--- src/hw/rtl/lbvs_pkg.sv ---
// lbvs_pkg: shared types and constants of the vertex skinning engine
// used by lbvs_front, lbvs_back and the top level
`default_nettype none
package lbvs_pkg;
   localparam int unsigned MatElems = 16;
   localparam logic ActWrite = 1'b0;
   localparam logic ActInfl  = 1'b1;

   typedef struct packed {
      logic        action;
      logic [5:0]  bone_index;
      logic [3:0]  element_index;
      logic [31:0] matrix_value;
      logic [16:0] weight;
      logic [31:0] pos_x;
      logic [31:0] pos_y;
      logic [31:0] pos_z;
      logic [31:0] nrm_x;
      logic [31:0] nrm_y;
      logic [31:0] nrm_z;
      logic        last_influence;
   } item_type;

   typedef struct packed {
      logic [31:0] pos_x;
      logic [31:0] pos_y;
      logic [31:0] pos_z;
      logic [31:0] nrm_x;
      logic [31:0] nrm_y;
      logic [31:0] nrm_z;
   } result_type;

   // saturate to signed 32
   function automatic logic signed [31:0] sat32(input logic signed [65:0] x);
      logic signed [65:0] mx;
      logic signed [65:0] mn;
      begin
         mx = 66'sd2147483647;
         mn = -66'sd2147483648;
         if (x > mx) sat32 = 32'sh7fffffff;
         else if (x < mn) sat32 = 32'sh80000000;
         else sat32 = x[31:0];
      end
   endfunction
endpackage
`default_nettype wire

--- src/hw/rtl/lbvs_front.sv ---
// lbvs_front: input stage and short item queue
// depends on lbvs_pkg
`default_nettype none
module lbvs_front (
   input  wire logic              clock,
   input  wire logic              reset,
   input  wire logic              push,
   output logic                   full,
   input  wire lbvs_pkg::item_type in_item,
   output logic                   q_valid,
   input  wire logic              q_take,
   output lbvs_pkg::item_type     q_item
);
   lbvs_pkg::item_type mem_ff [2];
   logic [1:0] count_ff, count_in;
   logic       wr_ff, wr_in, rd_ff, rd_in;
   logic       do_push, do_pop;

   assign full    = (count_ff == 2'd2);
   assign q_valid = (count_ff != 2'd0);
   assign q_item  = mem_ff[rd_ff];
   assign do_push = push && !full;
   assign do_pop  = q_take && q_valid;

   // pointer and count update
   always_comb begin
      wr_in    = wr_ff ^ do_push;
      rd_in    = rd_ff ^ do_pop;
      count_in = count_ff + {1'b0, do_push} - {1'b0, do_pop};
   end

   always_ff @(posedge clock) begin
      if (reset) begin
         count_ff <= 2'd0;
         wr_ff    <= 1'b0;
         rd_ff    <= 1'b0;
      end else begin
         count_ff <= count_in;
         wr_ff    <= wr_in;
         rd_ff    <= rd_in;
      end
   end

   // queue storage
   always_ff @(posedge clock) begin
      if (do_push) mem_ff[wr_ff] <= in_item;
   end
endmodule
`default_nettype wire

--- config.mk ---
export PLATFORM = sky130hd
export DESIGN_NAME = lbvs_front
export DESIGN_NICKNAME = d
export VERILOG_FILES = /design/src/hw/rtl/lbvs_pkg.sv /design/src/hw/rtl/lbvs_front.sv
export SDC_FILE = /design/constraint.sdc
export NUM_CORES = 1
export LEC_CHECK = 0
export BUFFER_PORTS_ARGS = -buffer_cell sky130_fd_sc_hd__clkbuf_2
export CORE_MARGIN = 5
export CORE_UTILIZATION = 52
export DETAILED_ROUTE_END_ITERATION = 7
export GPL_ROUTABILITY_DRIVEN = 1
export PLACE_DENSITY = 0.79
export SLEW_MARGIN = 0
export SYNTH_ARGS = -nofsm -noshare
export SYNTH_HDL_FRONTEND = slang
export SYNTH_SLANG_ARGS = --single-unit
--- constraint.sdc ---
create_clock -name clock -period 10.5 [get_ports clock]
set_input_delay 2.1 -clock clock [delete_from_list [all_inputs] [get_ports clock]]
set_output_delay 2.1 -clock clock [all_outputs]
set_load 0.03 [all_outputs]
==> summary.txt, run 1 <==
Detailed routing
  • Vias per cell: between 5 and 6
  • DRT Wirelength: between 40 and 50 mm
  • Antenna-violating nets left: 0
  • DRC errors left: 0
  • Drt first pass iters: 5
  • Vias post-DR: just under 10,000
  • Starting DRT DRC Count: ~570
  • Post-DR wirelength/cell: roughly 23 um

Synth
  • Cell count after synthesis: approximately 800
  • Synth top area cells: edfxtp_1 82%, mux2_2 15%, clkbuf_8 1.2%
  • Register area share after synthesis: 0.819
  • Mapped Area: ~19,000 um^2
  • Synth Warn #: 0
  • Area leader, netlist: edfxtp_1
  • Cell variety after synth: 18
  • Flops & latches, synth: 510
  • Synthesized net count: ~1,100
  • Mean post-synth cell area: about 23 um^2
  • Yosys top cell area share: 0.815

Critical path
  • Worst-path cell chain: buf_4 -> buf_4 -> mux2_2 -> clkbuf_2
  • Worst setup SP type: flop
  • Critical Path AT: 3.73 ns
  • CP top delay family: buffers and inverters
  • Most numerous cell on the critical path: buf_4
  • Largest stage delay, worst path: around 0.99 ns
  • Slowest cell on the critical path: dfxtp_4
  • CP Class: flop to output port
  • Req. time, crit path: roughly 8.4 ns
  • Crit. End Element: output port
  • CP bufs+invs: 3
  • Crit-path max FO: 77

Placed design
  • Port Buffer Count: between 500 and 600
  • Post-DP HPWL: roughly 29 mm
  • RePlAce Congestion: 0.842
  • Dpl cell area: around 22,000 um^2

Floorplanning
  • IO Pins: a little over 500
  • Starting density of the core: 0.525
  • FP Rows: 69
  • Core ar.: 35,500 um^2
  • Die Width: between 150 and 200 um
  • Die Y: between 150 and 200 um
  • Die Area: 39,700 um^2

Power
  • Comb power frac: 0.270
  • Leakage: ~0.0088 uW
  • Clock share of power: 0.298
  • Seq pwr share: 0.433
  • Power Internal: about 4300 uW
  • Switching Share: 0.313
  • Power per cell area: ~270 nW/um^2
  • VDD IR-drop max: 0.000229 V
  • NetSw: 1940 uW

Timing
  • Final Hold Viols: 0
  • Tmin final: 5.83 ns
  • Worst slew pin tran: between 1 and 1.5 ns
  • RSZ-0062 raised after global routing: false
  • Tcrit/Tclk final: 0.555
  • Final setup vio count: 0
  • Fmax: between 0.15 and 0.2 GHz
  • Final Skew: around 0.024 ns
  • Slew Viols, Final: 0
  • Rel. slew slack: 0.293
  • Total negative slack: 0 ns

Clocking
  • # clock sinks: between 500 and 600
  • CTS buffer count: 49
  • Later-pin clock latency in the skew report: 0.56 ns
  • Clock slew at reported path FFs: roughly 0.060 ns
  • Hold-fix buffers at CTS: 0
  • Post-CTS setup buffers: 0
  • Clk buf depth: 3
  • Post-CTS Resized: 0
  • H-tree Lvls: 2
  • CTS tree: yes
  • Clock tree root buffer cell: clkbuf_16

Hold path
  • Hold/Removal Path Class: flop to flop

GRT
  • GR Layer Usage met1: 0.231
  • Vias in the first global route: 10,300
  • Pin count of the biggest net entering global routing: around 140
  • Met2 Use GR: 0.354
  • GRT busiest layer: met2
  • Global-route wire length before repair: around 60 mm
  • Grt ovf: 0
  • Initial antenna violation count: 4
  • GRT Total Usage: 0.203
  • M3 GR Usage: 0.0728

Layout
  • Nets: ~1,600
  • Synthesis-to-finish area growth: 24.6%
  • Layout cell share with drive strength beyond 1: 0.608
  • Post-layout instance area: 23,200 um^2

Run
  • Max-cap violations: 0

Outcome
  • Status: finished clean
-- per-stage QoR --
stage	utilization	hold WS, ns	std cells	setup WS, ns	total power [uW]
global placement	0.606	0.608	1762	5.29	4360
global route	0.655	0.659	1854	4.53	6430
detailed placement	0.606	0.631	1762	5.28	4400
CTS	0.654	0.642	1852	4.65	6260
finish	0.655	0.636	1854	4.67	6200
floorplan	-	0.532	810	1.80	4010
-- worst register-to-register path: stages, from the launching register on --
cell and delay [ns]:
dfxtp_1 0.36, nand2b_1 0.19, and2_1 0.26, ha_4 0.54, buf_4 0.82, buf_4 0.98
-- state kept, by name (all words and copies together) (netlist names) --
signal / flops
wr_ff: 1
count_ff: 2
mem_ff: 506
rd_ff: 1
-- cells in the mapped netlist --
master    number
and2_1         1
buf_12         1
buf_6         11
clkbuf_8      16
dfxtp_1        4
edfxtp_1     506
ha_1           4
inv_1          3
mux2_2       253
mux2_4         1
nand2_1        1
nand2b_1       1
nor2_1         2
nor2_2         1
nor2b_1        2
o21a_1         1
or2_2          1
xnor3_1        1
-- cells by family after synthesis --
kind of cell / synth area share
compound gates: 0.000403
xor+xnor: 0.00121
fa+ha+maj: 0.00268
buf+inv: 0.0201
flops: 0.819
mux: 0.154
simple gates: 0.00262
-- power groups by stage --
stage               clock (uW)  sequential [uW]  combinational, uW
floorplan                    0             2750               1260
global placement             0             2700               1660
detailed placement           0             2720               1670
CTS                       1880             2690               1690
global route              1980             2700               1750
finish                    1850             2680               1670
-- cell usage in the layout, fill, tap and decap left out --
cell / instances
clkbuf_2: 511
edfxtp_1: 506
mux2_2: 253
clkbuf_16: 51
clkbuf_1: 14
bufinv_16: 10
clkinv_1: 8
buf_4: 7
inv_1: 3
clkinv_2: 3
dfxtp_1: 3
diode_2: 2
nor2b_1: 2
nor2_1: 2
ha_1: 2
ha_4: 2
clkinvlp_4: 2
inv_6: 2
or2_2: 1
o21a_1: 1
nand2b_1: 1
and2_1: 1
nand2_1: 1
nor2_2: 1
mux2_4: 1
xnor3_1: 1
buf_12: 1
dfxtp_4: 1
-- final timing paths --
path	cells past startpoint	end	slack [ns]	startpoint
max reg2reg	5	mem_ff[1][194]	6.91	count_ff[0]
min	3	wr_ff	0.64	wr_ff
min reg2reg	3	wr_ff	0.64	wr_ff
max	4	q_item[53]	4.67	rd_ff
-- per-layer routing --
metal / vias up / wire, um
met5: - / 20
met4: 2 / 1420
met3: 87 / 4630
met2: 453 / 21700
met1: 4816 / 14600
li1: 4334 / -
-- layout make-up --
class                           count  area (um^2)
Fill cell                        2342        12300
Tap cell                          461          577
Clock inverter                     25          378
Antenna cell                        2         5.00
Inverter                            3         11.3
Timing Repair Buffer              519         2630
Multi-Input combinational cell    269         3020
Sequential cell                   510        15300
Clock buffer                       65         1330
No activity file was read; power rests on OpenSTA's default activity.
==> inputs of run 2 (changes only) <==
Settings changed: CORE_UTILIZATION 52 to 47, PLACE_DENSITY 0.79 to 0.76.
Clock period 10.5 ns to 5.2 ns, I/O delays scaled along.
==> summary.txt, run 2 (synthesis gave the netlist of run 1 again) <==
Detailed routing
  • Drt first pass iters: 5 (unchanged)
  • DRC errors left: 0 (unchanged)
  • Vias per cell: 4.99 (-4.5%)
  • Post-DR wirelength/cell: 21.1 um (-7.6%)
  • Starting DRT DRC Count: 603 (+6.2%)
  • DRT Wirelength: 40.7 mm (-3.8%)
  • Vias post-DR: 9,632 (-0.62%)
  • Antenna-violating nets left: 0 (unchanged)

Layout
  • Final core occ: 0.593 (-0.0614)
  • Layout cell share with drive strength beyond 1: 0.614 (+0.00533)
  • Largest Register: mem_ff
  • Top flop regs: mem_ff: 506 flops, count_ff: 2 flops
  • Layout filler cell count: 2,920 (+25%)
  • Nets: 1,624 (+0.68%)
  • Most common cell after layout, fill and taps aside: clkbuf_2
  • Largest register FFs: 506 (unchanged)
  • Diode count: 0 (-2)
  • Most frequent cells in the layout: 511 x clkbuf_2, 506 x edfxtp_1, 253 x mux2_2, 53 x clkbuf_16, 13 x clkinv_1
  • Synthesis-to-finish area growth: 25.6%

Run
  • Max-cap violations: 0 (unchanged)

Timing
  • Slew Viols, Final: 0 (unchanged)
  • Worst slew pin tran: 1.07 ns (+0.00630 ns)
  • Final Skew: 0.0184 ns (-0.00572 ns)
  • Final Hold Viols: 0 (unchanged)
  • Final setup vio count: 0 (unchanged)
  • Tcrit/Tclk final: 0.718
  • Tmin final: between 3 and 4 ns
  • Rel. slew slack: 0.289 (-0.00420)
  • Final worst slack: 1.47 ns (-3.20 ns)
  • Fmax: approximately 0.27 GHz
  • RSZ-0062 raised after global routing: false

Critical path
  • Largest stage delay, worst path: 1.04 ns (+0.05 ns)
  • Worst-path cell chain: buf_4 -> mux2_2 -> clkbuf_2
  • CP Class: flop to output port
  • Slowest cell on the critical path: dfxtp_4
  • Crit. End Element: output port
  • Worst setup SP type: flop
  • Critical Path AT: 2.69 ns (-1.04 ns)
  • Req. time, crit path: 4.16 ns (-4.24 ns)
  • Crit-path max FO: 73 (-5.2%)

Clocking
  • Post-CTS Resized: 0 (unchanged)
  • CTS tree: yes
  • # clock sinks: 510 (unchanged)
  • Hold-fix buffers at CTS: 0 (unchanged)
  • Clock slew at reported path FFs: 0.06 ns (about the same)
  • CTS buffer count: 50 (+2.0%)
  • Later-pin clock latency in the skew report: 0.56 ns (about the same)
  • Clk buf depth: 3 (unchanged)
  • Clock tree root buffer cell: clkbuf_16
  • Post-CTS setup buffers: 0 (unchanged)
  • H-tree Lvls: 2 (unchanged)

Placed design
  • Post-DP HPWL: 28.6 mm (-1.9%)
  • Port Buffer Count: 511 (unchanged)
  • Placement Setup Slack: 2.01 ns (-3.28 ns)
  • RePlAce Congestion: 0.847 (+0.61%)

Power
  • Power per cell area: 530 nW/um^2 (+98%)
  • Leakage: 0.00882 uW (+0.66%)
  • VDD IR-drop max: 0.000394 V (+72%)

GRT
  • Global-route wire length before repair: 60.8 mm (+0.82%)
  • GRT Total Usage: 0.181 (-0.0229)
  • Pin count of the biggest net entering global routing: 74 (-48%)
  • Grt ovf: 0 (unchanged)
  • Vias in the first global route: 10,300 (+0.019%)
  • Initial antenna violation count: 3 (-1)

Floorplanning
  • IO Pins: 512 (unchanged)
  • Core ar.: 39,500 um^2 (+11%)
  • Die Area: 43,700 um^2 (+10%)
  • FP Rows: 73 (+5.8%)
  • Starting density of the core: 0.472 (-0.0529)
  • Die Y: 209 um (+4.9%)
  • Die Width: 209 um (+4.9%)

Outcome
  • Status: finished clean

Hold path
  • Hold/Removal Path Class: flop to flop
## run 2: area by class of cell
cell class / count / area, um^2 / share of cell area
clock buffer: 60 / 1350 / 0.0578
clock inverter: 34 / 309 / 0.0132
inverter: 3 / 11.3 / 0.000481
multi-input combinational: 269 / 3020 / 0.129
sequential: 510 / 15300 / 0.653
tap: 525 / 657 / 0.0281
timing repair buffer: 529 / 2780 / 0.119
## run 2: path summary, 6_finish.rpt
path | start | to | slack, ns | cells after the start
max | rd_ff | q_item[112] | 1.47 | 3
min | wr_ff | wr_ff | 0.65 | 3
min reg2reg | wr_ff | wr_ff | 0.65 | 3
max reg2reg | count_ff[0] | mem_ff[1][180] | 2.68 | 4
## run 2: critical path, delay by kind of cell (launching register included)
family	cells	cell delay [ns]
buf+inv	2	0.66
flops	1	1.04
mux	1	0.39
## run 2: where the power goes
group | leakage, uW | switching [uW] | internal [uW]
logic | 0.00325 | 2280 | 1140
clock network | 0.000806 | 1460 | 2110
registers | 0.00476 | 192 | 5210
total | 0.00882 | 3930 | 8460
## run 2: stage by stage
| stage | cell area, um^2 | hold slack, ns | power [uW] | TNS, ns | instances |
|---|---|---|---|---|---|
| after global placement | 21700 | 0.606 | 8880 | 0 | 1836 |
| after global routing | 23400 | 0.625 | 12900 | 0 | 1930 |
| final | 23400 | 0.650 | 12400 | 0 | 1930 |
| after detailed placement | 21700 | 0.638 | 8940 | 0 | 1836 |
| after CTS | 23400 | 0.617 | 12500 | 0 | 1930 |
| after floorplan | 18600 | 0.532 | 8100 | -1236.54 | 810 |
## run 2: per-layer routing
metal | global-route usage | wire, um | vias up
met5 | 0 | 35 | -
met4 | 0.0578 | 963 | 6
met3 | 0.0667 | 4110 | 70
met2 | 0.304 | 20400 | 435
met1 | 0.218 | 15200 | 4770
li1 | - | - | 4351
==> inputs of run 3 (changes only) <==
Clock period 5.2 ns to 3 ns, I/O delays scaled along.
==> summary.txt, run 3 (synthesis gave the netlist of run 1 again) <==
Outcome
  • Status: finished clean

Detailed routing
  • Vias per cell: 4.99 (about the same)
  • Post-DR wirelength/cell: 21.2 um (+0.47%)
  • Vias post-DR: 9,743 (+1.2%)
  • Antenna-violating nets left: 0 (unchanged)
  • Drt first pass iters: 4 (-1)
  • DRT Wirelength: 41.4 mm (+1.7%)
  • Starting DRT DRC Count: 547 (-9.3%)
  • DRC errors left: 0 (unchanged)

Critical path
  • Crit-path max FO: 31 (-58%)
  • Worst R2R End: mem_ff[0][39]
  • CP top delay family: buffers and inverters
  • Reg2reg start: count_ff[0]
  • Most numerous cell on the critical path: buf_12
  • Slowest cell on the critical path: dfxtp_4
  • Critical Path AT: 2.24 ns (-0.45 ns)
  • CP bufs+invs: 3 (+1)
  • CP Class: flop to output port
  • Worst-path cell chain: buf_12 -> buf_12 -> mux2_2 -> clkbuf_2
  • Req. time, crit path: 2.40 ns (-1.76 ns)
  • Reg2Reg Depth: 4 (unchanged)
  • Worst setup SP type: flop
  • Reg2reg setup slack: 1.02 ns (-1.66 ns)
  • Crit. End Element: output port
  • Largest stage delay, worst path: 0.56 ns (-0.48 ns)

Placed design
  • Post-DP HPWL: 29.9 mm (+4.4%)
  • RePlAce Congestion: 0.855 (+1.0%)
  • Cell total after placement: 1,858 (+1.2%)
  • Port Buffer Count: 511 (unchanged)

GRT
  • Vias in the first global route: 10,600 (+2.3%)
  • GRT busiest layer: met2
  • M3 GR Usage: 0.0610 (-0.00570)
  • Global-route wire length before repair: 61.9 mm (+1.8%)
  • GR Layer Usage met1: 0.220 (+0.00181)
  • Pin count of the biggest net entering global routing: 86 (+16%)
  • Initial antenna violation count: 3 (unchanged)
  • GRT Total Usage: 0.184 (+0.00350)
  • Met2 Use GR: 0.310 (+0.00658)
  • Grt ovf: 0 (unchanged)

Layout
  • Layout cell share with drive strength beyond 1: 0.621 (+0.00736)
  • Most frequent cells in the layout: 511 x clkbuf_2, 506 x edfxtp_1, 253 x mux2_2, 53 x clkbuf_16, 22 x buf_12
  • Most common cell after layout, fill and taps aside: clkbuf_2
  • Final non-filler cell total: 1,953 (+1.2%)
  • Largest register FFs: 506 (unchanged)
  • Nets: 1,646 (+1.4%)
  • Top flop regs: mem_ff: 506 flops, count_ff: 2 flops
  • Largest Register: mem_ff
  • Layout filler cell count: 2,836 (-2.9%)
  • Synthesis-to-finish area growth: 27.4%

Timing
  • Rel. slew slack: 0.638 (+0.349)
  • Final setup vio count: 0 (unchanged)
  • Worst slew pin tran: 0.543 ns (-0.523 ns)
  • Tcrit/Tclk final: 0.945
  • Tmin final: between 2 and 3 ns
  • Slew Viols, Final: 0 (unchanged)
  • Final Hold Viols: 0 (unchanged)
  • Final Skew: 0.0190 ns (+0.000627 ns)
  • RSZ-0062 raised after global routing: false
  • Fmax: around 0.35 GHz

Power
  • Leakage: 0.00899 uW (+1.9%)
  • VDD IR-drop max: 0.000648 V (+64%)
  • Post-layout total power: 21,700 uW (+75%)
  • Power per cell area: 915 nW/um^2 (+73%)

Floorplanning
  • Starting density of the core: 0.472 (unchanged)
  • IO Pins: 512 (unchanged)
  • Die Width: 209 um (unchanged)
  • FP Rows: 73 (unchanged)
  • Die Area: 43,700 um^2 (unchanged)
  • Die Y: 209 um (unchanged)
  • Core ar.: 39,500 um^2 (unchanged)

Clocking
  • Clock tree root buffer cell: clkbuf_16
  • Clk buf depth: 3 (unchanged)
  • H-tree Lvls: 2 (unchanged)
  • Post-CTS setup buffers: 0 (unchanged)
  • CTS buffer count: 50 (unchanged)
  • # clock sinks: 510 (unchanged)
  • Hold-fix buffers at CTS: 0 (unchanged)
  • Clock slew at reported path FFs: 0.06 ns (about the same)
  • Later-pin clock latency in the skew report: 0.58 ns (+0.02 ns)
  • CTS tree: yes
  • Post-CTS Resized: 0 (unchanged)

Hold path
  • Hold/Removal Path Class: primary input to flop
  • Hold path depth: 1 (-2)
  • Worst Hold Launch: in_item[16]
  • WHS Endpoint: mem_ff[0][16]

Run
  • Max-cap violations: 0 (unchanged)
-- run 3: worst max path at each step --
| stage | cells past startpoint | end | start |
|---|---|---|---|
| 2_1_floorplan | 2 | mem_ff[1][0] | push |
| 3_3_place_gp | 4 | q_item[187] | rd_ff |
| 3_5_place_dp | 4 | q_item[187] | rd_ff |
| 4_1_cts | 4 | q_item[187] | rd_ff |
| 5_1_grt | 4 | q_item[187] | rd_ff |
| 6_report | 4 | q_item[187] | rd_ff |
-- run 3: through the flow --
stage	hold WS, ns	instance area, um^2	util	worst slack, ns	setup TNS, ns
global placement	0.591	22100	0.560	0.753	0
global route	0.181	23800	0.602	0.0735	0
finish	0.214	23800	0.602	0.164	0
detailed placement	0.614	22100	0.560	0.741	0
CTS	0.167	23800	0.602	0.114	0
floorplan	0.586	18700	-	-0.0326	-16.50
-- run 3: area by class of cell --
class                   count  area (um^2)  area share
clock inverters            35          302      0.0127
well taps                 525          657      0.0277
flip-flops and latches    510        15300       0.643
diodes                      1         2.50    0.000105
multi-input cells         269         3020       0.127
inverters                   3         11.3    0.000474
clock buffers              59         1350      0.0568
repair buffers            551         3130       0.132
-- run 3: routing by layer --
metal,vias to the layer above,part of all wire
li1,4410,-
met1,4801,0.37
met2,449,0.50
met3,79,0.091
met4,4,0.031
met5,-,0.00051
-- run 3: worst reg2reg max path, delay by kind of cell (launching register included) --
kind / cells / cell delay, ns
adders and majority gates: 1 / 0.35
buffers and inverters: 1 / 0.39
DFF: 1 / 0.37
and+or+nand+nor: 2 / 0.36
-- run 3: report_power, final --
part           leakage [uW]  switching (uW)  internal [uW]
Combinational       0.00342            4100           2190
Sequential          0.00476             253           9030
Clock              0.000804            2530           3640
Total               0.00899            6880          14900
